[src/rtl/irbe_pkg.sv]
// Shared types and constants for the IR ring bearing estimator.
// Used by every module under rtl; depends on nothing else.
package irbe_pkg;

  // sensor ring and sample format
  localparam int SAMPLE_BITS = 10;
  localparam int NUM_SENSORS = 12;
  localparam int COEF_BITS   = 16;

  // Q1.14 cosine and sine of the sensor angles
  localparam int COS_Q14 [NUM_SENSORS] = '{
    16384, 14189, 8192, 0, -8192, -14189,
    -16384, -14189, -8192, 0, 8192, 14189
  };
  localparam int SIN_Q14 [NUM_SENSORS] = '{
    0, 8192, 14189, 16384, 14189, 8192,
    0, -8192, -14189, -16384, -14189, -8192
  };

  // weighted sum widths
  localparam int PROD_BITS   = SAMPLE_BITS + COEF_BITS + 1;
  localparam int GROUP_SIZE  = 4;
  localparam int NUM_GROUPS  = NUM_SENSORS / GROUP_SIZE;
  localparam int SUM_BITS    = PROD_BITS + 4;
  localparam int TOTAL_BITS  = SAMPLE_BITS + 4;
  localparam int FRAC_BITS   = 14;
  localparam int XY_BITS     = SUM_BITS - FRAC_BITS;

  // presence threshold register
  localparam int THRESH_BITS  = 14;
  localparam int THRESH_RESET = 1000;
  localparam int CMP_BITS     = (TOTAL_BITS > THRESH_BITS) ? TOTAL_BITS : THRESH_BITS;

  // cordic datapath, angle in 1/4096 degree
  localparam int CORDIC_SCALE = 16;
  localparam int CRD_BITS     = SAMPLE_BITS + 22;
  localparam int ANG_BITS     = 24;
  localparam int ATAN_LEN     = 24;
  localparam int HALF_TURN_Z  = 737280;
  localparam int ATAN_TAB [ATAN_LEN] = '{
    184320, 108810, 57492, 29184, 14649, 7331, 3667, 1833,
    917, 458, 229, 115, 57, 29, 14, 7,
    4, 2, 1, 0, 0, 0, 0, 0
  };

  // final angle in 1/16 degree
  localparam int ROUND_SHIFT  = 8;
  localparam int ROUND_HALF   = 128;
  localparam int RAW_ANG_BITS = ANG_BITS - ROUND_SHIFT;
  localparam int ANG_OUT_BITS = 13;
  localparam int ANG_LIMIT    = 2880;
  localparam int REAR_EDGE    = 2640;
  localparam int BIN_WIDTH    = 480;
  localparam int NUM_BINS     = 11;
  localparam int SECTOR_BASE  = 7;
  localparam int REAR_BIT     = 6;
  localparam int BEARING_BITS = 13;
  localparam int FULL_TURN    = 5760;
  localparam int MASK_BITS    = 12;

  // one scan of the ring
  typedef struct packed {
    logic [SAMPLE_BITS-1:0] sample_0;
    logic [SAMPLE_BITS-1:0] sample_1;
    logic [SAMPLE_BITS-1:0] sample_2;
    logic [SAMPLE_BITS-1:0] sample_3;
    logic [SAMPLE_BITS-1:0] sample_4;
    logic [SAMPLE_BITS-1:0] sample_5;
    logic [SAMPLE_BITS-1:0] sample_6;
    logic [SAMPLE_BITS-1:0] sample_7;
    logic [SAMPLE_BITS-1:0] sample_8;
    logic [SAMPLE_BITS-1:0] sample_9;
    logic [SAMPLE_BITS-1:0] sample_10;
    logic [SAMPLE_BITS-1:0] sample_11;
  } scan_t;

  // one bearing report
  typedef struct packed {
    logic                    detected;
    logic [BEARING_BITS-1:0] bearing;
    logic [MASK_BITS-1:0]    sector_mask;
  } report_t;

  // per-sensor lane result
  typedef struct packed {
    logic [SAMPLE_BITS-1:0]      inv;
    logic signed [PROD_BITS-1:0] xp;
    logic signed [PROD_BITS-1:0] yp;
  } lane_t;

  // cordic vector state travelling down the pipe
  typedef struct packed {
    logic                       det;
    logic                       zero;
    logic signed [CRD_BITS-1:0] x;
    logic signed [CRD_BITS-1:0] y;
    logic signed [ANG_BITS-1:0] z;
  } crd_state_t;

endpackage

[src/rtl/irbe_cordic_stage.sv]
// One vectoring cordic iteration with a fixed shift, registered.
// Depends on irbe_pkg.
module irbe_cordic_stage
  import irbe_pkg::*;
#(
  parameter int IDX = 0
) (
  input  logic       clk,
  input  logic       en,
  input  crd_state_t din,
  output crd_state_t dout
);

  localparam logic signed [ANG_BITS-1:0] ANG = ANG_BITS'(ATAN_TAB[IDX]);

  logic signed [CRD_BITS-1:0] xv;
  logic signed [CRD_BITS-1:0] yv;
  logic signed [ANG_BITS-1:0] zv;
  logic signed [CRD_BITS-1:0] dx;
  logic signed [CRD_BITS-1:0] dy;
  logic                       up;

  assign xv = din.x;
  assign yv = din.y;
  assign zv = din.z;
  assign dx = yv >>> IDX;
  assign dy = xv >>> IDX;
  assign up = !yv[CRD_BITS-1] && (yv != '0);

  // rotate toward the x axis
  always_ff @(posedge clk) begin
    if (en) begin
      dout.det  <= din.det;
      dout.zero <= din.zero;
      if (up) begin
        dout.x <= xv + dx;
        dout.y <= yv - dy;
        dout.z <= zv + ANG;
      end else begin
        dout.x <= xv - dx;
        dout.y <= yv + dy;
        dout.z <= zv - ANG;
      end
    end
  end

endmodule

[config.mk]
export PLATFORM = sky130hd
export DESIGN_NAME = irbe_cordic_stage
export DESIGN_NICKNAME = d
export VERILOG_FILES = /design/src/rtl/irbe_pkg.sv /design/src/rtl/irbe_cordic_stage.sv
export SDC_FILE = /design/constraint.sdc
export NUM_CORES = 1
export LEC_CHECK = 0
export ABC_AREA = 0
export BUFFER_PORTS_ARGS = -buffer_cell sky130_fd_sc_hd__buf_2
export CAP_MARGIN = 5
export CORE_MARGIN = 4
export CORE_UTILIZATION = 43
export CTS_CLUSTER_DIAMETER = 200
export CTS_CLUSTER_SIZE = 28
export DETAILED_ROUTE_END_ITERATION = 16
export PLACE_DENSITY_LB_ADDON = 0.05
export SYNTH_ARGS = -nofsm -noshare
export SYNTH_HDL_FRONTEND = slang
export SYNTH_SLANG_ARGS = --single-unit
export TNS_END_PERCENT = 50
[constraint.sdc]
create_clock -name clk -period 5 [get_ports clk]
set_clock_uncertainty 0.2 [all_clocks]
set_input_delay 0.75 -clock clk [delete_from_list [all_inputs] [get_ports clk]]
set_output_delay 0.75 -clock clk [all_outputs]
set_load 0.1 [all_outputs]
==> flow_metrics.env <==
export IMPL_outcome="finished, final reports clean"
export IMPL_numCtsBuffers=9
export IMPL_syn_cell_area_sq_um=8695
export IMPL_syn_to_final_growth_pct=16.46
export IMPL_grt_pass1_vias=7684
export IMPL_ctsResizeCount=0
export IMPL_finalSetupTns_ns=0
export IMPL_n_antenna_cell=0
export IMPL_fin_crit_sh_pct=77.42
export IMPL_cp_required_ns=4.90
export IMPL_first_iter_violations=762
export IMPL_place_area_sq_um=9829
export IMPL_place_gp_congestion=0.9281
export IMPL_finalSetupViolations=0
export IMPL_die_w_um=150.2
export IMPL_rsz0062_at_grt="false"
export IMPL_min_path_cells=1
export IMPL_dp_hpwl_mm=22.35
export IMPL_post_cts_buffers=0
export IMPL_relSlewSlack_pct=31.80
export IMPL_regMostFlops="dout"
export IMPL_drive_above_1_share_pct=20.07
export IMPL_antenna_found_initial=0
export IMPL_fmax_mhz=258.3
export IMPL_synthFlopType="edfxtp_1"
export IMPL_initial_core_util_pct=44.24
export IMPL_arrival_ns=3.77
export IMPL_nNetsFinal=1360
export IMPL_power_density_nw_per_um2=349.3
export IMPL_htree_num_levels=3
export IMPL_wl_mm=28.06
export IMPL_layout_top_registers="dout: 89 flops"
export IMPL_clk_pin_slew_worst_paths_ns=0.07
export IMPL_cap_violations=0
export IMPL_postLayoutCoreUtil_pct=51.52
export IMPL_hp_class="in -> reg"
export IMPL_clkSinkCount=89
export IMPL_die_y_um=150.2
export IMPL_synth_most_common_cell="a21oi_1"
export IMPL_crit_path_end_kind="flop"
export IMPL_final_seq_area_sq_um=2673
export IMPL_n_fill_cell=1988
export IMPL_final_area_sq_um=10130
export IMPL_vias=8215
export IMPL_die_area_sq_um=22560
export IMPL_synth_top_area_cell="edfxtp_1"
export IMPL_hold_path_end="dout[4]"
export IMPL_globalRouteOverflowTotal=0
export IMPL_portBuffers=181
export IMPL_synth_top_cell_area_share_pct=30.74
export IMPL_ant_nets=0
export IMPL_critPathKind="in -> reg"
export IMPL_path_max_fanout=10
export IMPL_leakagePower_nw=4.428
export IMPL_avgSynthCellArea_sq_um=8.677
export IMPL_critPathLaunchType="input port"
export IMPL_seq_area_frac_synth_pct=30.74
export IMPL_final_max_slew_viol_count=0
export IMPL_ys_async_sr_fraction_pct=0
export IMPL_multi_input_area_sq_um=5451
export IMPL_ios=182
export IMPL_cts_root_buf="clkbuf_16"
export IMPL_ir_drop_mv=0.1556
export IMPL_synth_distinct_cells=76
export IMPL_synthTopCellsByCount="a21oi_1, ha_1, inv_1"
export IMPL_clockBufferDepth=2
export IMPL_vias_per_cell=5.741
export IMPL_min_from="din[4]"
export IMPL_first_pass_iters=5
export IMPL_cts_tree="built"
export IMPL_ys_warn_count=0
export IMPL_synthesis_nets=1201
export IMPL_hold_buffers=0
export IMPL_hold_viol_final=0
export IMPL_grt_max_degree=66
export IMPL_wl_per_cell_um=19.61
export IMPL_track_usage_pct=24.40
export IMPL_largest_register_ffs=89
export IMPL_tightest_slew_ns=0.9972
export IMPL_fin_crit_ns=3.871
export IMPL_synth_edff_count=89
export IMPL_synthCells=1002
export IMPL_core_area_sq_um=19650
export IMPL_rows=51
export IMPL_drc_errors=0
export IMPL_synth_area_top_cells="edfxtp_1, ha_1, a21oi_1"
export IMPL_grt_pass1_wl_mm=43.08
export IMPL_ys_ff_latch=89
## cell usage in the layout (no fill, tap or decap), drive strengths merged, types with 10 or more instances in the layout
| master | n |
|---|---|
| buf | 192 |
| a21oi | 121 |
| inv | 104 |
| ha | 103 |
| edfxtp | 89 |
| xnor2 | 66 |
| nor2 | 65 |
| o21ai | 60 |
| nand2 | 57 |
| nor3 | 29 |
| o21bai | 21 |
| nand3 | 18 |
| nor4 | 17 |
| a21o | 17 |
| nor2b | 16 |
| o31ai | 16 |
| a211oi | 15 |
| nand4 | 14 |
| o211ai | 11 |
| o21a | 11 |
| mux2i | 11 |
| a31oi | 10 |
## cell families (layout without fill, tap and decap cells)
kind of cell	count (synthesis)	after routing	share of synthesized area (%)
adders and majority gates	107	107	15.74
buffers and inverters	146	310	6.648
AOI/OAI and AO/OA	330	330	24.33
and+or+nand+nor	250	250	14.32
muxes	11	11	1.266
DFF	89	89	30.74
xor gates and xnor gates	69	69	6.951
## metrics by stage
stage                     worst slack [ns]  hold slack (ns)  total power [W]  std cells
final                                1.129           0.3643         0.003537       1431
after global routing                0.8598           0.3432         0.003701       1431
after CTS                            1.188           0.3497         0.003545       1431
after detailed placement            0.8390           0.7284         0.002846       1415
after global placement              0.9038           0.7260         0.002846       1415
after floorplan                      1.284           0.6489         0.002466       1002
## how the worst max path moves through the flow
stage / start / end / slack (ns) / cells after the start
2_1_floorplan: din[46] / dout[21] / 1.28 / 15
3_3_place_gp: din[38] / dout[22] / 0.90 / 13
3_5_place_dp: din[36] / dout[52] / 0.84 / 11
4_1_cts: din[33] / dout[52] / 1.19 / 11
5_1_grt: din[38] / dout[22] / 0.86 / 13
6_report: din[36] / dout[52] / 1.13 / 11
## report_power, final
part	leakage [nW]	switching (W)	internal [W]	total, W
clock	0.139	0.000345	0.000352	0.000697
combinational	3.42	0.00143	0.000405	0.00184
sequential	0.871	0.0000268	0.000976	0.00100
## per-layer routing
| metal | routed length [um] | vias up | global-route usage (%) |
|---|---|---|---|
| met5 | 0 | - | 0 |
| met4 | 533 | 0 | 6.404 |
| met3 | 2189 | 36 | 3.823 |
| met2 | 12050 | 345 | 36.92 |
| met1 | 13290 | 3877 | 36.28 |
| li1 | - | 3957 | - |
## critical path, stage by stage
cell and delay (ns):
buf_2 0.16, inv_1 0.06, ha_1 0.46, nand2_1 0.20
or3_1 0.42, a2111oi_0 0.89, o21ai_1 0.17, nand3_1 0.20
a2111oi_0 0.12, o21bai_1 0.19, xnor2_1 0.16
## final cells by class
type / count / area share [%]
clock inverters: 7 / 0.7043
repair buffers: 192 / 9.786
multi-input cells: 767 / 53.84
clock buffers: 9 / 2.224
inverters: 102 / 3.781
well taps: 265 / 3.274
flip-flops and latches: 89 / 26.39
(Power assumes the default switching activity.)
