===== src/rtl/irbe_pkg.sv =====
// Shared types and constants for the IR ring bearing estimator.
// Used by every module under rtl; depends on nothing else.
package irbe_pkg;

  // sensor ring and sample format
  localparam int SAMPLE_BITS = 10;
  localparam int NUM_SENSORS = 12;
  localparam int COEF_BITS   = 16;

  // Q1.14 cosine and sine of the sensor angles
  localparam int COS_Q14 [NUM_SENSORS] = '{
    16384, 14189, 8192, 0, -8192, -14189,
    -16384, -14189, -8192, 0, 8192, 14189
  };
  localparam int SIN_Q14 [NUM_SENSORS] = '{
    0, 8192, 14189, 16384, 14189, 8192,
    0, -8192, -14189, -16384, -14189, -8192
  };

  // weighted sum widths
  localparam int PROD_BITS   = SAMPLE_BITS + COEF_BITS + 1;
  localparam int GROUP_SIZE  = 4;
  localparam int NUM_GROUPS  = NUM_SENSORS / GROUP_SIZE;
  localparam int SUM_BITS    = PROD_BITS + 4;
  localparam int TOTAL_BITS  = SAMPLE_BITS + 4;
  localparam int FRAC_BITS   = 14;
  localparam int XY_BITS     = SUM_BITS - FRAC_BITS;

  // presence threshold register
  localparam int THRESH_BITS  = 14;
  localparam int THRESH_RESET = 1000;
  localparam int CMP_BITS     = (TOTAL_BITS > THRESH_BITS) ? TOTAL_BITS : THRESH_BITS;

  // cordic datapath, angle in 1/4096 degree
  localparam int CORDIC_SCALE = 16;
  localparam int CRD_BITS     = SAMPLE_BITS + 22;
  localparam int ANG_BITS     = 24;
  localparam int ATAN_LEN     = 24;
  localparam int HALF_TURN_Z  = 737280;
  localparam int ATAN_TAB [ATAN_LEN] = '{
    184320, 108810, 57492, 29184, 14649, 7331, 3667, 1833,
    917, 458, 229, 115, 57, 29, 14, 7,
    4, 2, 1, 0, 0, 0, 0, 0
  };

  // final angle in 1/16 degree
  localparam int ROUND_SHIFT  = 8;
  localparam int ROUND_HALF   = 128;
  localparam int RAW_ANG_BITS = ANG_BITS - ROUND_SHIFT;
  localparam int ANG_OUT_BITS = 13;
  localparam int ANG_LIMIT    = 2880;
  localparam int REAR_EDGE    = 2640;
  localparam int BIN_WIDTH    = 480;
  localparam int NUM_BINS     = 11;
  localparam int SECTOR_BASE  = 7;
  localparam int REAR_BIT     = 6;
  localparam int BEARING_BITS = 13;
  localparam int FULL_TURN    = 5760;
  localparam int MASK_BITS    = 12;

  // one scan of the ring
  typedef struct packed {
    logic [SAMPLE_BITS-1:0] sample_0;
    logic [SAMPLE_BITS-1:0] sample_1;
    logic [SAMPLE_BITS-1:0] sample_2;
    logic [SAMPLE_BITS-1:0] sample_3;
    logic [SAMPLE_BITS-1:0] sample_4;
    logic [SAMPLE_BITS-1:0] sample_5;
    logic [SAMPLE_BITS-1:0] sample_6;
    logic [SAMPLE_BITS-1:0] sample_7;
    logic [SAMPLE_BITS-1:0] sample_8;
    logic [SAMPLE_BITS-1:0] sample_9;
    logic [SAMPLE_BITS-1:0] sample_10;
    logic [SAMPLE_BITS-1:0] sample_11;
  } scan_t;

  // one bearing report
  typedef struct packed {
    logic                    detected;
    logic [BEARING_BITS-1:0] bearing;
    logic [MASK_BITS-1:0]    sector_mask;
  } report_t;

  // per-sensor lane result
  typedef struct packed {
    logic [SAMPLE_BITS-1:0]      inv;
    logic signed [PROD_BITS-1:0] xp;
    logic signed [PROD_BITS-1:0] yp;
  } lane_t;

  // cordic vector state travelling down the pipe
  typedef struct packed {
    logic                       det;
    logic                       zero;
    logic signed [CRD_BITS-1:0] x;
    logic signed [CRD_BITS-1:0] y;
    logic signed [ANG_BITS-1:0] z;
  } crd_state_t;

endpackage


===== src/rtl/irbe_finish.sv =====
// Final stages: rounds and clamps the angle, then forms bearing and sector mask.
// Depends on irbe_pkg.
module irbe_finish
  import irbe_pkg::*;
(
  input  logic       clk,
  input  logic       en,
  input  crd_state_t din,
  output report_t    dout
);

  localparam logic signed [ANG_BITS-1:0]     Z_HALF  = ANG_BITS'(ROUND_HALF);
  localparam logic signed [RAW_ANG_BITS-1:0] RAW_MAX = RAW_ANG_BITS'(ANG_LIMIT);
  localparam logic signed [RAW_ANG_BITS-1:0] RAW_MIN = RAW_ANG_BITS'(-ANG_LIMIT);
  localparam logic signed [ANG_OUT_BITS-1:0] REAR_HI = ANG_OUT_BITS'(REAR_EDGE);
  localparam logic signed [ANG_OUT_BITS-1:0] REAR_LO = ANG_OUT_BITS'(-REAR_EDGE);

  logic signed [ANG_BITS-1:0]     zh;
  logic signed [RAW_ANG_BITS-1:0] raw;
  logic signed [ANG_OUT_BITS-1:0] ang_next;
  logic signed [ANG_OUT_BITS-1:0] ang;
  logic                           det;
  logic signed [ANG_OUT_BITS-1:0] lo;
  logic signed [ANG_OUT_BITS-1:0] hi;
  logic [3:0]                     idx;
  logic [ANG_OUT_BITS-1:0]        mag;
  logic [MASK_BITS-1:0]           mask;
  logic [BEARING_BITS-1:0]        bear;

  // round half up to 1/16 degree and clamp
  assign zh  = din.z + Z_HALF;
  assign raw = zh[ANG_BITS-1:ROUND_SHIFT];

  always_comb begin
    if (din.zero) begin
      ang_next = '0;
    end else if (raw > RAW_MAX) begin
      ang_next = ANG_OUT_BITS'(ANG_LIMIT);
    end else if (raw < RAW_MIN) begin
      ang_next = ANG_OUT_BITS'(-ANG_LIMIT);
    end else begin
      ang_next = raw[ANG_OUT_BITS-1:0];
    end
  end

  always_ff @(posedge clk) begin
    if (en) begin
      ang <= ang_next;
      det <= din.det;
    end
  end

  // sector bins, rear wraps around the half turn
  always_comb begin
    mask = '0;
    lo   = '0;
    hi   = '0;
    idx  = '0;
    if (ang >= REAR_HI || ang < REAR_LO) begin
      mask[REAR_BIT] = 1'b1;
    end else begin
      for (int k = 0; k < NUM_BINS; k++) begin
        lo  = ANG_OUT_BITS'(BIN_WIDTH * k - REAR_EDGE);
        hi  = ANG_OUT_BITS'(BIN_WIDTH * (k + 1) - REAR_EDGE);
        idx = (k + SECTOR_BASE >= NUM_SENSORS) ? 4'(k + SECTOR_BASE - NUM_SENSORS)
                                               : 4'(k + SECTOR_BASE);
        if (ang >= lo && ang < hi) begin
          mask[idx] = 1'b1;
        end
      end
    end
  end

  // negative angles drop to whole degrees before wrapping
  assign mag = -ang;

  always_comb begin
    if (ang[ANG_OUT_BITS-1]) begin
      bear = BEARING_BITS'(FULL_TURN) - BEARING_BITS'({mag[ANG_OUT_BITS-1:4], 4'b0000});
    end else begin
      bear = BEARING_BITS'(ang);
    end
  end

  always_ff @(posedge clk) begin
    if (en) begin
      dout.detected    <= det;
      dout.bearing     <= det ? bear : '0;
      dout.sector_mask <= det ? mask : '0;
    end
  end

endmodule

===== config.mk =====
export PLATFORM = sky130hd
export DESIGN_NAME = irbe_finish
export DESIGN_NICKNAME = d
export VERILOG_FILES = /design/src/rtl/irbe_pkg.sv /design/src/rtl/irbe_finish.sv
export SDC_FILE = /design/constraint.sdc
export NUM_CORES = 1
export LEC_CHECK = 0
export BUFFER_PORTS_ARGS = -buffer_cell sky130_fd_sc_hd__buf_2
export CAP_MARGIN = 20
export CORE_MARGIN = 10
export CORE_UTILIZATION = 40
export DETAILED_ROUTE_END_ITERATION = 12
export PLACE_DENSITY_LB_ADDON = 0.15
export SETUP_SLACK_MARGIN = 0.15
export SYNTH_ARGS = -nofsm -noshare
export SYNTH_HDL_FRONTEND = slang
export SYNTH_SLANG_ARGS = --single-unit
export TNS_END_PERCENT = 10

===== constraint.sdc =====
create_clock -name clk -period 4.95 [get_ports clk]
set_input_delay 0 -clock clk [delete_from_list [all_inputs] [get_ports clk]]
set_output_delay 0 -clock clk [all_outputs]
set_load 0.05 [all_outputs]

==> metrics <==
status complete, no violations; static leakage 1.10 nW; Post-Route WL ~5.6 mm; Max stage delay on crit path roughly 640 ps; routability cong. approximately 0.8; Critical Path AT roughly 2600 ps; Rel. slew slack 41.5%; Die ar. approximately 10000 sq um; CP dominant cell by count a21oi_1; Power, Total 0.884 mW; buffer and inverter count on the worst path 0; reg2reg start ang[2]; post-synthesis cell count 265; slowest stage cell, crit path or4_1; Synth area leader edfxtp_1; crit end category flop; Crit path required time 5000 ps; die extent in x roughly 100 um; Final Cycle Share between 50% and 60%; Critical Path Stages 9; Top delay family on crit path simple AND/OR/NAND/NOR gates; r2r worst-path depth 9; layout net count between 300 and 400; IO buf count 46; most frequently used flop master after synthesis edfxtp_1; design area 3050 sq um; clk_lat worst skew between 200 and 300 ps; Async S/R FF share, synth 0%; global route overflow 0; placed cell areas about 2900 sq um; CTS Buf Count 5; final worst path period need between 2000 and 3000 ps; worst-path maximum fanout 5; Distinct cells, synth a little under 60; final hold vios 0; area delta synth->final 13.0%; hold path start din[88]; Post-synth EDFFs 40; Post-Layout Cell Count ~380; sequential fraction of the synthesis area ~45%; Hold Path Depth 2; TritonRoute pass-1 iters 4; setup bufs post-CTS 0; Hold WS about 130 ps; vias in the first global route 1972; Worst-path clk slew 80 ps; max-cap violations 0; share of cells above drive strength 1 25.6%; RSZ-0062 raised after global routing false; Peak Freq between 300 and 400 MHz; setup TNS 0 ps; worst vdd ir about 0.13 mV; commonest cells after routing, fill and taps aside buf_2, edfxtp_1, nand2_1; DP HPWL ~4.2 mm; ANT cells 0; Cell Pwr Density 290 nW/um^2; Synth top area share between 40% and 50%; dpl ws 2400 ps; CTS max path bufs 2; Root Driver clkbuf_8; Placed Cells ~370; critical setup path kind reg2reg; worst setup margin between 2000 and 2500 ps; most common cell after layout, fill and taps aside buf_2; antenna-violating nets left 0; clk sink count 40; Initial DRC Count 97; largest cells by area after synthesis edfxtp_1, xnor2_1, and2_1; Critical Path Start Type flop; Final Core Density between 40 and 50%; via count around 2100; final setup vio count 0; routed wire length per instance ~15 um; Slew Limit Fails 0; Initial Utilization 41.8%; core area ~6500 sq um; R2R setup slack between 2000 and 2500 ps; vias per cell 5.51; reg2reg end dout[22]; # rows 29; worst slew pin tran approximately 880 ps; GRT Total Usage 11.0%; IO Count between 100 and 150; initial antenna violation count 0; cell-by-cell trace of the critical path or4_1 > nand2b_1 > nand2_1 > ha_1 > a21oi_1 > o21ai_1 > a21oi_1 > xor2_1 > and2_1; CTS tree built; first-pass GRT wire length 9.36 mm; Post-CTS Resized 0; FF+latch count, synth 40; largest net degree at the start of global routing 41; Worst Skew 6.35 ps; chip height 102 um; HP Class in2reg; # hold bufs at CTS 1; Post-Syn Area approximately 2700 sq um; H-tree levels 2; mean post-synth cell area 10.2 sq um; Remaining DRCs 0; Syn Nets 359; hold path endpoint ang[12]; Ys Warns 0
## per-layer routing
| metal | up-vias | GRT usage, % | wire length, um |
|---|---|---|---|
| met5 | - | 0 | 0 |
| met4 | 0 | 4.45 | 85 |
| met3 | 10 | 2.83 | 276 |
| met2 | 35 | 17.3 | 2610 |
| met1 | 978 | 14.0 | 2600 |
| li1 | 1059 | - | - |
## power breakdown
| part | switching (mW) | leakage [nW] | total, mW | internal [mW] |
|---|---|---|---|---|
| sequential | 0.0260 | 0.407 | 0.428 | 0.402 |
| clock | 0.113 | 0.0541 | 0.262 | 0.149 |
| combinational | 0.130 | 0.641 | 0.194 | 0.0643 |
## worst max path at each step
stage / start / end / slack [ps]
finish: ang[2] / dout[22] / 2390
global route: ang[2] / dout[22] / 2230
CTS: ang[2] / dout[22] / 2390
detailed placement: ang[2] / dout[22] / 2400
global placement: ang[2] / dout[22] / 2420
floorplan: ang[2] / dout[22] / 2640
## worst reg2reg max path: cells and delay by family (launching register included)
family                   cells  cell delay [ps]
XOR/XNOR                     1              160
AO/OA/AOI/OAI                3              450
flip-flops                   1              370
adder cells (fa/ha/maj)      1              190
AND/OR/NAND/NOR              4             1140
## area by class of cell
| type | count | area (sq um) |
|---|---|---|
| Tap cell | 77 | 96.3 |
| Clock inverter | 3 | 42.5 |
| Multi-Input combinational cell | 203 | 1390 |
| Inverter | 3 | 11.3 |
| Clock buffer | 5 | 68.8 |
| Timing Repair Buffer | 47 | 240 |
| Sequential cell | 40 | 1200 |
| Fill cell | 642 | 3410 |
## cell families after synthesis
group | synth area share (%)
flops | 44.5
buf+inv | 4.03
fa+ha+maj | 0.927
xor+xnor | 7.42
simple gates | 26.6
compound gates | 15.3
mux | 1.16
## flip-flops by register name, indices dropped and copies added (netlist names)
| register | flops |
|---|---|
| det | 1 |
| dout | 26 |
| ang | 13 |
## cell usage after synthesis (5+ instances only)
cell type / count
xor2_1: 5
nor3b_1: 5
nor3_2: 6
nand3_1: 10
o21ai_0: 12
xnor2_1: 16
a21oi_1: 13
and3_1: 7
clkbuf_1: 8
nor2_1: 16
nand2_1: 21
nor3_1: 5
buf_2: 6
edfxtp_1: 40
nand2b_1: 6
and2_1: 14
o211ai_1: 5
Power figures use the tool's default switching activity.
