<file path="src/rtl/irbe_pkg.sv">
// Shared types and constants for the IR ring bearing estimator.
// Used by every module under rtl; depends on nothing else.
package irbe_pkg;

  // sensor ring and sample format
  localparam int SAMPLE_BITS = 10;
  localparam int NUM_SENSORS = 12;
  localparam int COEF_BITS   = 16;

  // Q1.14 cosine and sine of the sensor angles
  localparam int COS_Q14 [NUM_SENSORS] = '{
    16384, 14189, 8192, 0, -8192, -14189,
    -16384, -14189, -8192, 0, 8192, 14189
  };
  localparam int SIN_Q14 [NUM_SENSORS] = '{
    0, 8192, 14189, 16384, 14189, 8192,
    0, -8192, -14189, -16384, -14189, -8192
  };

  // weighted sum widths
  localparam int PROD_BITS   = SAMPLE_BITS + COEF_BITS + 1;
  localparam int GROUP_SIZE  = 4;
  localparam int NUM_GROUPS  = NUM_SENSORS / GROUP_SIZE;
  localparam int SUM_BITS    = PROD_BITS + 4;
  localparam int TOTAL_BITS  = SAMPLE_BITS + 4;
  localparam int FRAC_BITS   = 14;
  localparam int XY_BITS     = SUM_BITS - FRAC_BITS;

  // presence threshold register
  localparam int THRESH_BITS  = 14;
  localparam int THRESH_RESET = 1000;
  localparam int CMP_BITS     = (TOTAL_BITS > THRESH_BITS) ? TOTAL_BITS : THRESH_BITS;

  // cordic datapath, angle in 1/4096 degree
  localparam int CORDIC_SCALE = 16;
  localparam int CRD_BITS     = SAMPLE_BITS + 22;
  localparam int ANG_BITS     = 24;
  localparam int ATAN_LEN     = 24;
  localparam int HALF_TURN_Z  = 737280;
  localparam int ATAN_TAB [ATAN_LEN] = '{
    184320, 108810, 57492, 29184, 14649, 7331, 3667, 1833,
    917, 458, 229, 115, 57, 29, 14, 7,
    4, 2, 1, 0, 0, 0, 0, 0
  };

  // final angle in 1/16 degree
  localparam int ROUND_SHIFT  = 8;
  localparam int ROUND_HALF   = 128;
  localparam int RAW_ANG_BITS = ANG_BITS - ROUND_SHIFT;
  localparam int ANG_OUT_BITS = 13;
  localparam int ANG_LIMIT    = 2880;
  localparam int REAR_EDGE    = 2640;
  localparam int BIN_WIDTH    = 480;
  localparam int NUM_BINS     = 11;
  localparam int SECTOR_BASE  = 7;
  localparam int REAR_BIT     = 6;
  localparam int BEARING_BITS = 13;
  localparam int FULL_TURN    = 5760;
  localparam int MASK_BITS    = 12;

  // one scan of the ring
  typedef struct packed {
    logic [SAMPLE_BITS-1:0] sample_0;
    logic [SAMPLE_BITS-1:0] sample_1;
    logic [SAMPLE_BITS-1:0] sample_2;
    logic [SAMPLE_BITS-1:0] sample_3;
    logic [SAMPLE_BITS-1:0] sample_4;
    logic [SAMPLE_BITS-1:0] sample_5;
    logic [SAMPLE_BITS-1:0] sample_6;
    logic [SAMPLE_BITS-1:0] sample_7;
    logic [SAMPLE_BITS-1:0] sample_8;
    logic [SAMPLE_BITS-1:0] sample_9;
    logic [SAMPLE_BITS-1:0] sample_10;
    logic [SAMPLE_BITS-1:0] sample_11;
  } scan_t;

  // one bearing report
  typedef struct packed {
    logic                    detected;
    logic [BEARING_BITS-1:0] bearing;
    logic [MASK_BITS-1:0]    sector_mask;
  } report_t;

  // per-sensor lane result
  typedef struct packed {
    logic [SAMPLE_BITS-1:0]      inv;
    logic signed [PROD_BITS-1:0] xp;
    logic signed [PROD_BITS-1:0] yp;
  } lane_t;

  // cordic vector state travelling down the pipe
  typedef struct packed {
    logic                       det;
    logic                       zero;
    logic signed [CRD_BITS-1:0] x;
    logic signed [CRD_BITS-1:0] y;
    logic signed [ANG_BITS-1:0] z;
  } crd_state_t;

endpackage

</file>
<file path="src/rtl/irbe_lane.sv">
// One sensor lane: inverts a reading and weights it by the sensor's cosine and sine.
// Depends on irbe_pkg.
module irbe_lane
  import irbe_pkg::*;
#(
  parameter int LANE = 0
) (
  input  logic                   clk,
  input  logic                   en,
  input  logic [SAMPLE_BITS-1:0] sample,
  output lane_t                  result
);

  localparam logic signed [PROD_BITS-1:0] CX = PROD_BITS'(COS_Q14[LANE]);
  localparam logic signed [PROD_BITS-1:0] CY = PROD_BITS'(SIN_Q14[LANE]);

  logic [SAMPLE_BITS-1:0]      inv;
  logic signed [PROD_BITS-1:0] ve;

  // inverted reading, all ones minus raw
  assign inv = ~sample;
  assign ve  = PROD_BITS'({1'b0, inv});

  // weighted terms
  always_ff @(posedge clk) begin
    if (en) begin
      result.inv <= inv;
      result.xp  <= ve * CX;
      result.yp  <= ve * CY;
    end
  end

endmodule

</file>
<file path="config.mk">
export PLATFORM = sky130hd
export DESIGN_NAME = irbe_lane
export DESIGN_NICKNAME = d
export VERILOG_FILES = /design/src/rtl/irbe_pkg.sv /design/src/rtl/irbe_lane.sv
export SDC_FILE = /design/constraint.sdc
export NUM_CORES = 1
export LEC_CHECK = 0
export BUFFER_PORTS_ARGS = -buffer_cell sky130_fd_sc_hd__buf_2
export CAP_MARGIN = 20
export CELL_PAD_IN_SITES_DETAIL_PLACEMENT = 0
export CELL_PAD_IN_SITES_GLOBAL_PLACEMENT = 1
export CORE_AREA = 2 2 67 56
export DETAILED_ROUTE_END_ITERATION = 12
export DIE_AREA = 0 0 69 58
export PLACE_DENSITY_LB_ADDON = 0.15
export SYNTH_ARGS = -nofsm -noshare
export SYNTH_HDL_FRONTEND = slang
export SYNTH_SLANG_ARGS = --single-unit
</file>
<file path="constraint.sdc">
create_clock -name clk -period 0.9 [get_ports clk]
set_clock_uncertainty 0.15 [all_clocks]
set_input_delay 0.09 -clock clk [delete_from_list [all_inputs] [get_ports clk]]
set_output_delay 0.09 -clock clk [all_outputs]
set_load 0.05 [all_outputs]
</file>
==> impl_metrics.json, run 1 <==
{
  "p_leak_nw": 0.501,
  "switching_power_mw": 0.879,
  "drt_iter0_drc": 3,
  "final_util_pct": 27.1,
  "synthCells": 75,
  "pwr-share-clk_pct": 24.5,
  "grt_pass1_vias": 327,
  "drc_errors": 0,
  "hold_violations": 0,
  "setup_viol": 20,
  "drv_cap": 0,
  "critPathLaunchType": "flop",
  "wl_per_cell_um": 7.01,
  "fill_cells": 363,
  "holdPathEnd": "result[46]",
  "antenna_left": 0,
  "final_max_slew_viol_count": 0,
  "place.gp.congestion": 0.575,
  "yosys_warnings": 0,
  "rows": 19,
  "viasPerCell": 2.77,
  "synth_area_sq_um": 747,
  "die-area_sq_mm": 0.00400,
  "slowest_delay_ns": 0.42,
  "min_period_ns": 1.07,
  "clk_pin_slew_ns": 0.05,
  "dp_hpwl_um": 810,
  "synth_cell_type_count": 4,
  "hold_path_depth": 1,
  "whs_ns": 0.0798,
  "synth.avg_cell_area_sq_um": 9.96,
  "cts_sinks": 10,
  "fin_total_pwr_mw": 1.87,
  "p_per_area_mw_per_mm2": 2080,
  "antenna_cells": 0,
  "grtUsageMet1_pct": 4.94,
  "final_layout_size_suffix_gt1_share_pct": 27.9,
  "die_width_um": 69,
  "critPathTopFamily": "flip-flops",
  "cts_tree": "done",
  "largest_register": "result",
  "hp-class": "in2reg",
  "slowest_stage": "edfxtp_1",
  "busiest_layer": "met2",
  "grt_pass1_wl_um": 1490,
  "multi_input_area_sq_um": 165,
  "dr.pass1.iters": 3,
  "tns_ns": -3.13,
  "yosysSeqAreaShare_pct": 40.2,
  "outcome": "complete, but fails checks",
  "clock_path_buffers": 2,
  "crit_type": "reg2out",
  "totalWireLength_um": 1020,
  "grt-ovfl-total": 0,
  "combPwrFrac_pct": 44.6,
  "numPortBuffers": 31,
  "initial_core_util_pct": 22.4,
  "met3_usage_pct": 1.57,
  "violations": "negative setup slack",
  "root_buffer": "clkbuf_8",
  "cts-htree-levels": 1,
  "yosys_register_bits": 10,
  "fin_nets": 117,
  "largest_reg_flops": 10,
  "syn_to_final_growth_pct": 20.6,
  "synth_top_area_cell": "buf_4",
  "synth_top_area_share_pct": 54.3,
  "synth_area_leaders": "buf_4, edfxtp_1, inv_1, conb_1",
  "grt_max_degree": 11,
  "crit_required_ns": 0.66,
  "fmax_mhz": 934,
  "reg.largest.list": "result x10",
  "cts_buffers": 3,
  "intPower_mw": 0.992,
  "worstSetupEndpointType": "primary output",
  "p_sw_share_pct": 47.0,
  "num_vias": 404,
  "crit_buf_inv": 1,
  "crit_path_max_fanout": 2,
  "grt.total_usage_pct": 5.31,
  "seq_area_sq_um": 300,
  "io_pins": 76,
  "grt.met2_usage_pct": 8.65,
  "core_area_sq_mm": 0.00333,
  "crit_chain": "buf_6",
  "power_frac_seq_pct": 30.9,
  "antenna_found_initial": 0,
  "die_h_um": 58,
  "fin_ws_ns": -0.170,
  "vdd_ir_drop_max_v": 0.000433,
  "rsz0062_at_grt": "yes",
  "path_depth": 1,
  "arrival_ns": 0.83,
  "fin_crit_sh_pct": 119,
  "min_from": "en"
}
-- layout make-up --
class / count / share of cell area [%]
well taps: 42 / 5.83
repair buffers: 36 / 33.3
clock buffers: 3 / 4.58
clock inverters: 1 / 0.417
flip-flops and latches: 10 / 33.3
inverters: 10 / 4.17
multi-input cells: 44 / 18.3
-- per-layer routing --
metal | vias to the layer above | routed length [um]
met5 | - | 0
met4 | 0 | 0
met3 | 0 | 120
met2 | 36 | 603
met1 | 184 | 300
li1 | 184 | -
-- synthesized netlist by cell type --
library cell,count
conb_1,1
buf_4,54
inv_1,10
edfxtp_1,10
-- metrics by stage --
stage / instances / setup WS [ns] / instance area [sq um]
6_report: 146 / -0.170 / 901
5_1_grt: 146 / -0.205 / 901
4_1_cts: 151 / -0.186 / 906
3_5_place_dp: 137 / 0.0670 / 711
3_3_place_gp: 137 / 0.0697 / 711
2_1_floorplan: 118 / -0.200 / 946
-- cell families (layout without fill, tap and decap cells) --
| kind of cell | after synthesis | after routing | synth area share, % |
|---|---|---|---|
| buffers and inverters | 64 | 50 | 59.3 |
| other | 1 | 44 | 0.502 |
| flip-flops | 10 | 10 | 40.2 |
-- cell usage in the layout, fill, tap and decap left out --
cell,synthesis,layout
dlygate4sd3_1,0,8
conb_1,1,44
clkbuf_8,0,3
clkinv_1,0,1
buf_4,54,16
edfxtp_1,10,10
dlymetal6s4s_1,0,2
buf_2,0,6
inv_1,10,10
buf_6,0,4
-- timing repair --
action | in CTS | in global routing
endpoints found under the setup margin | 20 | 27
cloned | 0 | 0
hold endpoints to repair | 10 | 0
hold buffers | 10 | 0
setup buffers | 0 | 0
pin swaps | 0 | 0
resized for setup | 20 | 6
-- how the worst max path moves through the flow --
stage	startpoint	to	slack, ns
floorplan	result[41]	result[54]	-0.20
global placement	result[49]	result[62]	0.07
detailed placement	result[47]	result[60]	0.07
CTS	result[47]	result[60]	-0.19
global route	result[47]	result[60]	-0.21
finish	result[47]	result[60]	-0.17
-- power by group through the flow --
stage	logic, mW	registers (mW)	clock network [mW]
after global routing	0.860	0.582	0.524
after global placement	0.762	0.577	0
after CTS	0.834	0.575	0.492
after floorplan	0.752	0.716	0
final	0.835	0.577	0.458
after detailed placement	0.761	0.579	0
No activity file was read; power rests on OpenSTA's default activity.
==> inputs of run 2 (changes only) <==
- BUFFER_PORTS_ARGS: -buffer_cell sky130_fd_sc_hd__buf_2 -> unset
- CORE_AREA: 2 2 67 56 -> 2 2 52 45
- DIE_AREA: 0 0 69 58 -> 0 0 54 47
- DONT_BUFFER_PORTS: unset -> 1
- GPL_TIMING_DRIVEN: unset -> 1
==> run 2 against run 1 <==
Net effect: clock power shrank 39%; the flow finishes with violations (negative hold slack, negative setup slack); wire length shrank 18%; highest routed layer unchanged; critical path depth is the same; first-iteration DRC count shrank 33%; largest cell class unchanged; non-clock buffer count shrank 16; cell count shrank 23%.
==> impl_metrics.json, run 2 (synthesized netlist as in run 1, its figures left out) <==
{
  "drt_iter0_drc": 2,
  "dp_hpwl_um": 667,
  "hold_path_depth": 0,
  "place.gp.congestion": 0.603,
  "violations": "negative hold slack, negative setup slack",
  "cts_sinks": 10,
  "hold_violations": 10,
  "final_layout_size_suffix_gt1_share_pct": 14.9,
  "grtUsageMet1_pct": 5.93,
  "grt_max_degree": 11,
  "placed_area_sq_um": 734,
  "slowest_stage": "edfxtp_1",
  "p_per_area_mw_per_mm2": 2000,
  "outcome": "complete, but fails checks",
  "layout_commonest_cell": "conb_1",
  "combPwrFrac_pct": 49.7,
  "reg.largest.list": "result x10",
  "path_depth": 1,
  "wl_per_cell_um": 7.48,
  "slowest_delay_ns": 0.42,
  "initial_core_util_pct": 36.9,
  "ctsHoldBuffers": 10,
  "root_buffer": "clkbuf_4",
  "layout.cells.most_common_list": "conb_1, inv_1, dlygate4sd3_1, buf_12, edfxtp_1",
  "power_frac_seq_pct": 34.1,
  "die_h_um": 47,
  "cts-htree-levels": 1,
  "fmax_mhz": 906,
  "grt-ovfl-total": 0,
  "rows": 15,
  "antenna_cells": 0,
  "met3_usage_pct": 0.955,
  "antenna_left": 0,
  "grt_pass1_wl_um": 1010,
  "crit_buf_inv": 1,
  "hp-class": "in2reg",
  "grt_pass1_vias": 259,
  "die-area_sq_mm": 0.00254,
  "p_sw_share_pct": 49.0,
  "cts_tree": "done",
  "drc_errors": 0,
  "crit_path_max_fanout": 2,
  "min_from": "en",
  "min_period_ns": 1.10,
  "worstSetupEndpointType": "primary output",
  "fill_cells": 197,
  "largest_register": "result",
  "core_area_sq_mm": 0.00203,
  "busiest_layer": "met2",
  "grt.met2_usage_pct": 10.2,
  "crit_chain": "buf_12",
  "antenna_found_initial": 0,
  "fin_ws_ns": -0.204,
  "setup_viol": 20,
  "worstSetupStartpoint": "result[50]",
  "vdd_ir_drop_max_v": 0.000949,
  "largest_reg_flops": 10,
  "cts_buffers": 3,
  "num_vias": 341,
  "rsz0062_at_grt": "yes",
  "crit_type": "reg2out",
  "drv_cap": 0,
  "design_area_sq_um": 857,
  "grt.total_usage_pct": 5.75,
  "pwr-share-clk_pct": 16.2,
  "whs_ns": -0.205,
  "final_util_pct": 42.3,
  "final_max_slew_viol_count": 0,
  "clk_pin_slew_ns": 0.06,
  "totalWireLength_um": 838,
  "fin_crit_sh_pct": 123,
  "switching_power_mw": 0.839,
  "syn_to_final_growth_pct": 14.7,
  "clock_path_buffers": 2,
  "crit_required_ns": 0.66,
  "numPortBuffers": 0,
  "io_pins": 76,
  "viasPerCell": 3.04,
  "critPathTopFamily": "flip-flops",
  "intPower_mw": 0.873,
  "fin_nets": 101,
  "critPathLaunchType": "flop",
  "die_width_um": 54,
  "arrival_ns": 0.86,
  "dr.pass1.iters": 4,
  "p_leak_nw": 0.443
}
## run 2: cell types whose count changed in the layout (fill, tap and decap cells not counted), sizes merged
| cell | change |
|---|---|
| buf | -16 |
| dlygate4sd3 | +2 |
| dlymetal6s4s | -2 |
| clkinv | -1 |
## run 2: final cells by class
cell class / instances / area, sq um / area share (%)
Clock buffer: 3 / 22.5 / 2.63
Inverter: 10 / 37.5 / 4.38
Multi-Input combinational cell: 44 / 165 / 19.3
Sequential cell: 10 / 300 / 35.0
Tap cell: 25 / 31.3 / 3.65
Timing Repair Buffer: 20 / 300 / 35.0
## run 2: worst paths after layout
kind | end | slack [ns]
worst max-delay path | result[63] | -0.20
worst min-delay path | result[41] | -0.20
## run 2: power by group through the flow
stage	logic (mW)	registers, mW	clock network (mW)
3_5_place_dp	0.813	0.595	0
2_1_floorplan	0.752	0.716	0
3_3_place_gp	0.811	0.594	0
5_1_grt	0.877	0.587	0.316
6_report	0.850	0.584	0.278
4_1_cts	0.848	0.585	0.300
## run 2: metal layers
metal,wire length (um),up-vias
li1,-,151
met1,228,150
met2,473,40
met3,136,0
met4,0,0
met5,0,-
## run 2: timing repair
item	4_1_cts	5_1_grt
setup buffers	0	0
pin swaps	0	0
endpoints found under the setup margin	20	20
hold endpoints to repair	20	10
resized for setup	0	0
## run 2: per-stage QoR
stage | TNS (ns) | cells | setup WS (ns) | hold WS (ns) | power, mW
3_5_place_dp | 0 | 99 | 0.0648 | 0.0531 | 1.41
4_1_cts | -4.10 | 112 | -0.214 | -0.218 | 1.73
5_1_grt | -4.45 | 112 | -0.235 | -0.227 | 1.78
2_1_floorplan | -2.00 | 118 | -0.200 | 0.0525 | 1.47
3_3_place_gp | 0 | 99 | 0.0716 | 0.0531 | 1.41
6_report | -3.73 | 112 | -0.204 | -0.205 | 1.71
