===== src/rtl/irbe_pkg.sv =====
// Shared types and constants for the IR ring bearing estimator.
// Used by every module under rtl; depends on nothing else.
package irbe_pkg;

  // sensor ring and sample format
  localparam int SAMPLE_BITS = 10;
  localparam int NUM_SENSORS = 12;
  localparam int COEF_BITS   = 16;

  // Q1.14 cosine and sine of the sensor angles
  localparam int COS_Q14 [NUM_SENSORS] = '{
    16384, 14189, 8192, 0, -8192, -14189,
    -16384, -14189, -8192, 0, 8192, 14189
  };
  localparam int SIN_Q14 [NUM_SENSORS] = '{
    0, 8192, 14189, 16384, 14189, 8192,
    0, -8192, -14189, -16384, -14189, -8192
  };

  // weighted sum widths
  localparam int PROD_BITS   = SAMPLE_BITS + COEF_BITS + 1;
  localparam int GROUP_SIZE  = 4;
  localparam int NUM_GROUPS  = NUM_SENSORS / GROUP_SIZE;
  localparam int SUM_BITS    = PROD_BITS + 4;
  localparam int TOTAL_BITS  = SAMPLE_BITS + 4;
  localparam int FRAC_BITS   = 14;
  localparam int XY_BITS     = SUM_BITS - FRAC_BITS;

  // presence threshold register
  localparam int THRESH_BITS  = 14;
  localparam int THRESH_RESET = 1000;
  localparam int CMP_BITS     = (TOTAL_BITS > THRESH_BITS) ? TOTAL_BITS : THRESH_BITS;

  // cordic datapath, angle in 1/4096 degree
  localparam int CORDIC_SCALE = 16;
  localparam int CRD_BITS     = SAMPLE_BITS + 22;
  localparam int ANG_BITS     = 24;
  localparam int ATAN_LEN     = 24;
  localparam int HALF_TURN_Z  = 737280;
  localparam int ATAN_TAB [ATAN_LEN] = '{
    184320, 108810, 57492, 29184, 14649, 7331, 3667, 1833,
    917, 458, 229, 115, 57, 29, 14, 7,
    4, 2, 1, 0, 0, 0, 0, 0
  };

  // final angle in 1/16 degree
  localparam int ROUND_SHIFT  = 8;
  localparam int ROUND_HALF   = 128;
  localparam int RAW_ANG_BITS = ANG_BITS - ROUND_SHIFT;
  localparam int ANG_OUT_BITS = 13;
  localparam int ANG_LIMIT    = 2880;
  localparam int REAR_EDGE    = 2640;
  localparam int BIN_WIDTH    = 480;
  localparam int NUM_BINS     = 11;
  localparam int SECTOR_BASE  = 7;
  localparam int REAR_BIT     = 6;
  localparam int BEARING_BITS = 13;
  localparam int FULL_TURN    = 5760;
  localparam int MASK_BITS    = 12;

  // one scan of the ring
  typedef struct packed {
    logic [SAMPLE_BITS-1:0] sample_0;
    logic [SAMPLE_BITS-1:0] sample_1;
    logic [SAMPLE_BITS-1:0] sample_2;
    logic [SAMPLE_BITS-1:0] sample_3;
    logic [SAMPLE_BITS-1:0] sample_4;
    logic [SAMPLE_BITS-1:0] sample_5;
    logic [SAMPLE_BITS-1:0] sample_6;
    logic [SAMPLE_BITS-1:0] sample_7;
    logic [SAMPLE_BITS-1:0] sample_8;
    logic [SAMPLE_BITS-1:0] sample_9;
    logic [SAMPLE_BITS-1:0] sample_10;
    logic [SAMPLE_BITS-1:0] sample_11;
  } scan_t;

  // one bearing report
  typedef struct packed {
    logic                    detected;
    logic [BEARING_BITS-1:0] bearing;
    logic [MASK_BITS-1:0]    sector_mask;
  } report_t;

  // per-sensor lane result
  typedef struct packed {
    logic [SAMPLE_BITS-1:0]      inv;
    logic signed [PROD_BITS-1:0] xp;
    logic signed [PROD_BITS-1:0] yp;
  } lane_t;

  // cordic vector state travelling down the pipe
  typedef struct packed {
    logic                       det;
    logic                       zero;
    logic signed [CRD_BITS-1:0] x;
    logic signed [CRD_BITS-1:0] y;
    logic signed [ANG_BITS-1:0] z;
  } crd_state_t;

endpackage


===== src/rtl/irbe_merge.sv =====
// Merging stage: adds the lane results, checks presence, truncates the sums and
// folds the vector into the right half plane for the cordic. Depends on irbe_pkg.
module irbe_merge
  import irbe_pkg::*;
(
  input  logic                   clk,
  input  logic                   en,
  input  logic [THRESH_BITS-1:0] thresh,
  input  lane_t                  lanes [NUM_SENSORS],
  output crd_state_t             start
);

  localparam logic signed [SUM_BITS-1:0] TRUNC_BIAS = SUM_BITS'((1 << FRAC_BITS) - 1);
  localparam logic signed [ANG_BITS-1:0] Z_POS      = ANG_BITS'(HALF_TURN_Z);
  localparam logic signed [ANG_BITS-1:0] Z_NEG      = ANG_BITS'(-HALF_TURN_Z);

  logic signed [SUM_BITS-1:0]   xa [NUM_GROUPS];
  logic signed [SUM_BITS-1:0]   ya [NUM_GROUPS];
  logic [TOTAL_BITS-1:0]        ta [NUM_GROUPS];
  logic signed [SUM_BITS-1:0]   xa_next [NUM_GROUPS];
  logic signed [SUM_BITS-1:0]   ya_next [NUM_GROUPS];
  logic [TOTAL_BITS-1:0]        ta_next [NUM_GROUPS];
  logic signed [SUM_BITS-1:0]   xs;
  logic signed [SUM_BITS-1:0]   ys;
  logic                         det_b;
  logic [TOTAL_BITS-1:0]        total;
  logic signed [SUM_BITS-1:0]   xb;
  logic signed [SUM_BITS-1:0]   yb;
  logic signed [XY_BITS-1:0]    xt;
  logic signed [XY_BITS-1:0]    yt;
  logic                         det_c;
  logic signed [XY_BITS-1:0]    xr;
  logic signed [XY_BITS-1:0]    yr;
  logic signed [ANG_BITS-1:0]   zr;

  // group partial sums
  always_comb begin
    for (int g = 0; g < NUM_GROUPS; g++) begin
      xa_next[g] = '0;
      ya_next[g] = '0;
      ta_next[g] = '0;
      for (int j = 0; j < GROUP_SIZE; j++) begin
        xa_next[g] = xa_next[g] + SUM_BITS'(lanes[g*GROUP_SIZE+j].xp);
        ya_next[g] = ya_next[g] + SUM_BITS'(lanes[g*GROUP_SIZE+j].yp);
        ta_next[g] = ta_next[g] + TOTAL_BITS'(lanes[g*GROUP_SIZE+j].inv);
      end
    end
  end

  always_ff @(posedge clk) begin
    if (en) begin
      xa <= xa_next;
      ya <= ya_next;
      ta <= ta_next;
    end
  end

  // full sums and presence check
  assign total = ta[0] + ta[1] + ta[2];

  always_ff @(posedge clk) begin
    if (en) begin
      xs    <= xa[0] + xa[1] + xa[2];
      ys    <= ya[0] + ya[1] + ya[2];
      det_b <= CMP_BITS'(total) > CMP_BITS'(thresh);
    end
  end

  // truncate toward zero by the coefficient scale
  assign xb = xs + (xs[SUM_BITS-1] ? TRUNC_BIAS : '0);
  assign yb = ys + (ys[SUM_BITS-1] ? TRUNC_BIAS : '0);

  always_ff @(posedge clk) begin
    if (en) begin
      xt    <= xb[SUM_BITS-1:FRAC_BITS];
      yt    <= yb[SUM_BITS-1:FRAC_BITS];
      det_c <= det_b;
    end
  end

  // left half plane turns by half a revolution
  always_comb begin
    if (xt[XY_BITS-1]) begin
      xr = -xt;
      yr = -yt;
      zr = yt[XY_BITS-1] ? Z_NEG : Z_POS;
    end else begin
      xr = xt;
      yr = yt;
      zr = '0;
    end
  end

  always_ff @(posedge clk) begin
    if (en) begin
      start.det  <= det_c;
      start.zero <= (xt == '0) && (yt == '0);
      start.x    <= {xr[CRD_BITS-CORDIC_SCALE-1:0], {CORDIC_SCALE{1'b0}}};
      start.y    <= {yr[CRD_BITS-CORDIC_SCALE-1:0], {CORDIC_SCALE{1'b0}}};
      start.z    <= zr;
    end
  end

endmodule


===== config.mk =====
export PLATFORM = sky130hd
export DESIGN_NAME = irbe_merge
export DESIGN_NICKNAME = d
export VERILOG_FILES = /design/src/rtl/irbe_pkg.sv /design/src/rtl/irbe_merge.sv
export SDC_FILE = /design/constraint.sdc
export NUM_CORES = 2
export LEC_CHECK = 0
export BUFFER_PORTS_ARGS = -buffer_cell sky130_fd_sc_hd__clkbuf_2
export CAP_MARGIN = 40
export CORE_AREA = 10 10 334 336
export DETAILED_ROUTE_END_ITERATION = 6
export DIE_AREA = 0 0 344 346
export HOLD_SLACK_MARGIN = 0.06
export SLEW_MARGIN = 10
export SYNTH_ARGS = -nofsm -noshare
export SYNTH_HDL_FRONTEND = slang
export SYNTH_SLANG_ARGS = --single-unit

===== constraint.sdc =====
create_clock -name clk -period 8.7 [get_ports clk]
set_input_delay 1.305 -clock clk [delete_from_list [all_inputs] [get_ports clk]]
set_output_delay 1.305 -clock clk [all_outputs]
set_load 0.02 [all_outputs]

==> results.md <==
Run status:
- The run finished with clean final reports.

Detailed routing:
- Summing over every cut layer, the via total after detailed routing is 26940.
- The count of nets left with antenna violations once routing finished came out at 0.
- The number of violations reported at the end of detailed-routing iteration 0 is 1306.
- In the final routed layout, each cell accounts on average for 18.30 um.
- The via density per instance is 4.755.
- For this run, the detailed router's first-pass iteration total came to 5.
- In the routed design, unresolved DRC markers number 0.
- For this block, the routed nets add up to 103700 um of wire.

Yosys:
- The post-synthesis cell area is 36690 um^2.
- The share of the Yosys chip area taken by registers is 0.2873.
- The predominant post-synthesis flop cell is sky130_fd_sc_hd__edfxtp_1.
- The proportion of register bits with asynchronous set or reset after synthesis is 0.
- The number of flip-flops and latches in the synthesized netlist is 351.
- The compound-gate portion of the synthesized area is 0.1293.
- Of the post-synthesis cell area, the part taken by muxes is 0.0002729.
- The mean post-synth cell area is 10.75 um^2.
- Of the total synthesized cell area, the portion taken by XOR and XNOR cells is 0.06470.
- The synthesized-area fraction occupied by adder cells is 0.3622.
- The combinational family with the most area after synthesis is adder cells.
- The number of different library cells used by synthesis comes to 79.
- The number of warning messages in the yosys log is 0.
- The number of standard cells after synthesis is 3412.
- The area share of and/or/nand/nor cells after synthesis is 0.07889.
- In this run, synthesis inferred 351 flip-flops with an integrated enable.

Power:
- The total power of the final layout is 0.01667 W.
- The ratio of total power to cell area is 382.4 nW/um^2.
- In this run the static leakage power is 20.80 nW.
- Across the VDD grid, the largest voltage drop is 0.2582 mV.

Clock network:
- Clock-pin slew was measured on the worst setup and hold paths at 0.05 ns.
- The number of clock sinks seen by CTS is 351.
- The number of hold buffers added after CTS was 0.
- The maximum buffer depth of the clock tree is 3.
- The buffer count from post-CTS setup fixing is 0.
- The clock latency reported for the late side of the worst-skew pair is 0.59 ns.
- The TritonCTS clock tree is yes.
- The post-cts gate resize count is 0.
- The number of H-tree levels is 2.
- Clock tree synthesis selected as its root buffer the cell sky130_fd_sc_hd__clkbuf_16.
- The number of clock buffers added by TritonCTS is 43.

Worst setup path:
- The startpoint identified for the worst register-to-register timing path is ta[29]$_DFFE_PP_.
- The endpoint class of the critical path is a flop.
- The startpoint of the most critical setup path is lanes[284].
- At the worst endpoint, the arrival time is 5.29 ns.
- The maximum fanout along the worst path is 5.
- The startpoint class of the critical path is an input port.
- The required time of the critical path is 9.00 ns.
- The category of the critical setup timing path is input port to flop.

Finish:
- Summing all non-filler instances in the final layout gives an area of 43590 um^2.
- The net count of the finished layout is 5814.
- The fraction of layout instances using a drive strength above 1 is 0.2139.
- The layout overhead on the synthesized area is 18.81%.
- The count of fill cells added during filler insertion is 10330.
- Leaving out filler cells and counting taps, the final layout contains 5665.
- Once layout is complete, the utilization of the core stands at 0.4158.

Min path:
- The path class of the tightest hold or removal check is flop to flop.
- The startpoint identified for the worst hold timing path is det_c$_DFFE_PP_.

Place:
- The number of placed instances, taps included, is 5593.
- The number of port buffers is 827.
- At the end of routability-driven placement, the weighted congestion stood at 0.9330.
- Summed over all nets, the half-perimeter wirelength after detailed placement is 91240 um.
- The placed instances occupy a cell area of 42270 um^2.

Job:
- The number of violations of the max-capacitance limit is 0.

GRT:
- The first global-routing pass estimated 159700 um of wire.
- Across every metal layer, demand over resource in global routing totals 0.1704.
- The largest net degree at the start of global routing is 150.
- The total congestion overflow after global routing is 0.
- The via count of the first global-routing pass came to 29380.
- The initial antenna violation count was 6.

Timing:
- The hold violation count in the final report was 0.
- After routing, the total negative slack on setup checks comes to 0 ns.
- The clock tree skew after final layout is 0.03795 ns.
- For the pin with the worst max-slew slack, the measured transition is 0.8668 ns.
- Setup repair after global routing left no endpoint under its margin.
- The worst pin sits at a relative slew slack of 0.4221.
- The part of the cycle the worst path needs is 0.5734.
- The count of endpoints failing setup in the final report is 0.
- Static timing analysis puts the maximum clock frequency at 200.4 MHz.
- The clock period could shrink to 4.989 ns.
- The final number of max-transition violations was 0.

Floorplan:
- The effective utilization at floorplan is 0.3500.
- The total core area is 104800 um^2.
- The die is 344 um wide.
- The number of placement rows is 119.
- The die covers 119000 um^2.
- The vertical die dimension is 346 um.
- During I/O placement, the number of pins put on the boundary was 874.
[layout make-up]
class,count,area [um^2],share of cell area
multi-input combinational,2404,23480,0.5387
sequential,351,10540,0.2418
timing repair buffer,832,4199,0.09634
inverter,615,2308,0.05296
tap,1391,1740,0.03993
clock buffer,51,1106,0.02538
clock inverter,20,210.2,0.004823
antenna,1,2.502,0.00005741
[power breakdown]
part           switching [W]  internal (W)
sequential          0.000509       0.00336
clock               0.000728      0.000998
combinational        0.00619       0.00488
total                0.00743       0.00924
[worst paths after layout]
path,end,slack [ns],cells past startpoint
min reg2reg,start[89]$_DFFE_PP_,0.42,0
max,xa[60]$_DFFE_PP_,3.71,17
min,start[89]$_DFFE_PP_,0.42,0
max reg2reg,det_b$_DFFE_PP_,4.08,22
[sequential cells by signal, indices dropped and copies added (netlist names)]
name / flops
xa: 90
ys: 31
ya: 90
start: 37
ta: 36
yt: 17
xs: 31
xt: 17
det_b: 1
det_c: 1
[cells by family (layout without fill, tap and decap cells)]
group | count (synthesis) | count (layout)
compound gates | 728 | 728
flops | 351 | 351
fa+ha+maj | 783 | 783
xor+xnor | 271 | 271
mux | 1 | 1
other cells | 1 | 47
simple gates | 575 | 575
buf+inv | 702 | 1518
[critical path: stages]
cell and delay (ns):
sky130_fd_sc_hd__clkbuf_2 0.08, sky130_fd_sc_hd__inv_1 0.05, sky130_fd_sc_hd__fa_1 0.54, sky130_fd_sc_hd__fa_1 0.41, sky130_fd_sc_hd__inv_1 0.07, sky130_fd_sc_hd__ha_1 0.18
sky130_fd_sc_hd__inv_1 0.07, sky130_fd_sc_hd__fa_1 0.45, sky130_fd_sc_hd__nor2b_1 0.18, sky130_fd_sc_hd__o2111ai_1 0.15, sky130_fd_sc_hd__nand3_1 0.11, sky130_fd_sc_hd__a21oi_1 0.11
sky130_fd_sc_hd__o21ai_1 0.43, sky130_fd_sc_hd__a21oi_1 0.32, sky130_fd_sc_hd__a221oi_1 0.51, sky130_fd_sc_hd__and4_1 0.25, sky130_fd_sc_hd__o22ai_1 0.07
[cells in the final DEF (no fill, tap or decap), types with 108 or more instances in the layout]
cell type / Yosys / layout
sky130_fd_sc_hd__a21oi_1: 203 / 203
sky130_fd_sc_hd__nor2_1: 150 / 150
sky130_fd_sc_hd__xnor2_1: 193 / 193
sky130_fd_sc_hd__inv_1: 615 / 615
sky130_fd_sc_hd__a21o_1: 135 / 135
sky130_fd_sc_hd__edfxtp_1: 351 / 351
sky130_fd_sc_hd__ha_1: 318 / 318
sky130_fd_sc_hd__fa_1: 465 / 465
sky130_fd_sc_hd__clkbuf_2: 0 / 826
sky130_fd_sc_hd__o21ai_0: 108 / 108
sky130_fd_sc_hd__nand2_1: 119 / 119
[layer usage]
metal	vias up	wire length [um]	track usage
li1	13170	-	-
met3	125	7069	0.03840
met4	2	2507	0.04171
met5	-	13	0
met1	12880	40590	0.1992
met2	766	53510	0.3107
[through the flow]
step	hold WS, ns	worst slack (ns)
floorplan	0.4003	3.810
global route	0.4222	3.428
finish	0.4167	3.711
global placement	0.4025	3.154
CTS	0.4183	3.713
detailed placement	0.4045	3.110
[Yosys cell counts, types with 5 or more instances]
| cell | instances | area, um^2 |
|---|---|---|
| sky130_fd_sc_hd__clkbuf_1 | 32 | 120.1 |
| sky130_fd_sc_hd__nor2b_1 | 39 | 244.0 |
| sky130_fd_sc_hd__a211o_1 | 6 | 52.55 |
| sky130_fd_sc_hd__and2_1 | 14 | 87.58 |
| sky130_fd_sc_hd__xnor2_1 | 193 | 1690 |
| sky130_fd_sc_hd__nand3_1 | 58 | 290.3 |
| sky130_fd_sc_hd__nor3_1 | 33 | 165.2 |
| sky130_fd_sc_hd__a21boi_1 | 9 | 67.56 |
| sky130_fd_sc_hd__a211oi_1 | 26 | 195.2 |
| sky130_fd_sc_hd__and4_1 | 7 | 61.31 |
| sky130_fd_sc_hd__nand4_1 | 36 | 225.2 |
| sky130_fd_sc_hd__inv_1 | 615 | 2308 |
| sky130_fd_sc_hd__o41ai_1 | 5 | 43.79 |
| sky130_fd_sc_hd__buf_4 | 53 | 397.9 |
| sky130_fd_sc_hd__a221oi_1 | 5 | 43.79 |
| sky130_fd_sc_hd__nand2b_1 | 41 | 256.5 |
| sky130_fd_sc_hd__o31ai_1 | 17 | 127.6 |
| sky130_fd_sc_hd__nand2_1 | 119 | 446.7 |
| sky130_fd_sc_hd__o21ai_0 | 108 | 540.5 |
| sky130_fd_sc_hd__and3_1 | 23 | 143.9 |
| sky130_fd_sc_hd__a31oi_1 | 25 | 156.4 |
| sky130_fd_sc_hd__o2111ai_1 | 9 | 78.83 |
| sky130_fd_sc_hd__a21oi_1 | 203 | 1016 |
| sky130_fd_sc_hd__edfxtp_1 | 351 | 10540 |
| sky130_fd_sc_hd__o21bai_1 | 25 | 187.7 |
| sky130_fd_sc_hd__nor4_1 | 10 | 62.56 |
| sky130_fd_sc_hd__a31o_2 | 6 | 52.55 |
| sky130_fd_sc_hd__fa_1 | 465 | 9309 |
| sky130_fd_sc_hd__o211ai_1 | 10 | 75.07 |
| sky130_fd_sc_hd__or3_1 | 16 | 100.1 |
| sky130_fd_sc_hd__a41oi_1 | 9 | 78.83 |
| sky130_fd_sc_hd__o21a_1 | 34 | 255.2 |
| sky130_fd_sc_hd__a21boi_0 | 14 | 105.1 |
| sky130_fd_sc_hd__o21ai_1 | 33 | 165.2 |
| sky130_fd_sc_hd__xor2_1 | 78 | 683.2 |
| sky130_fd_sc_hd__ha_1 | 318 | 3979 |
| sky130_fd_sc_hd__nor2_1 | 150 | 563.0 |
| sky130_fd_sc_hd__or2_2 | 5 | 31.28 |
| sky130_fd_sc_hd__a21o_1 | 135 | 1013 |
| sky130_fd_sc_hd__or4_1 | 6 | 45.04 |
No activity file was read; power rests on OpenSTA's default activity.
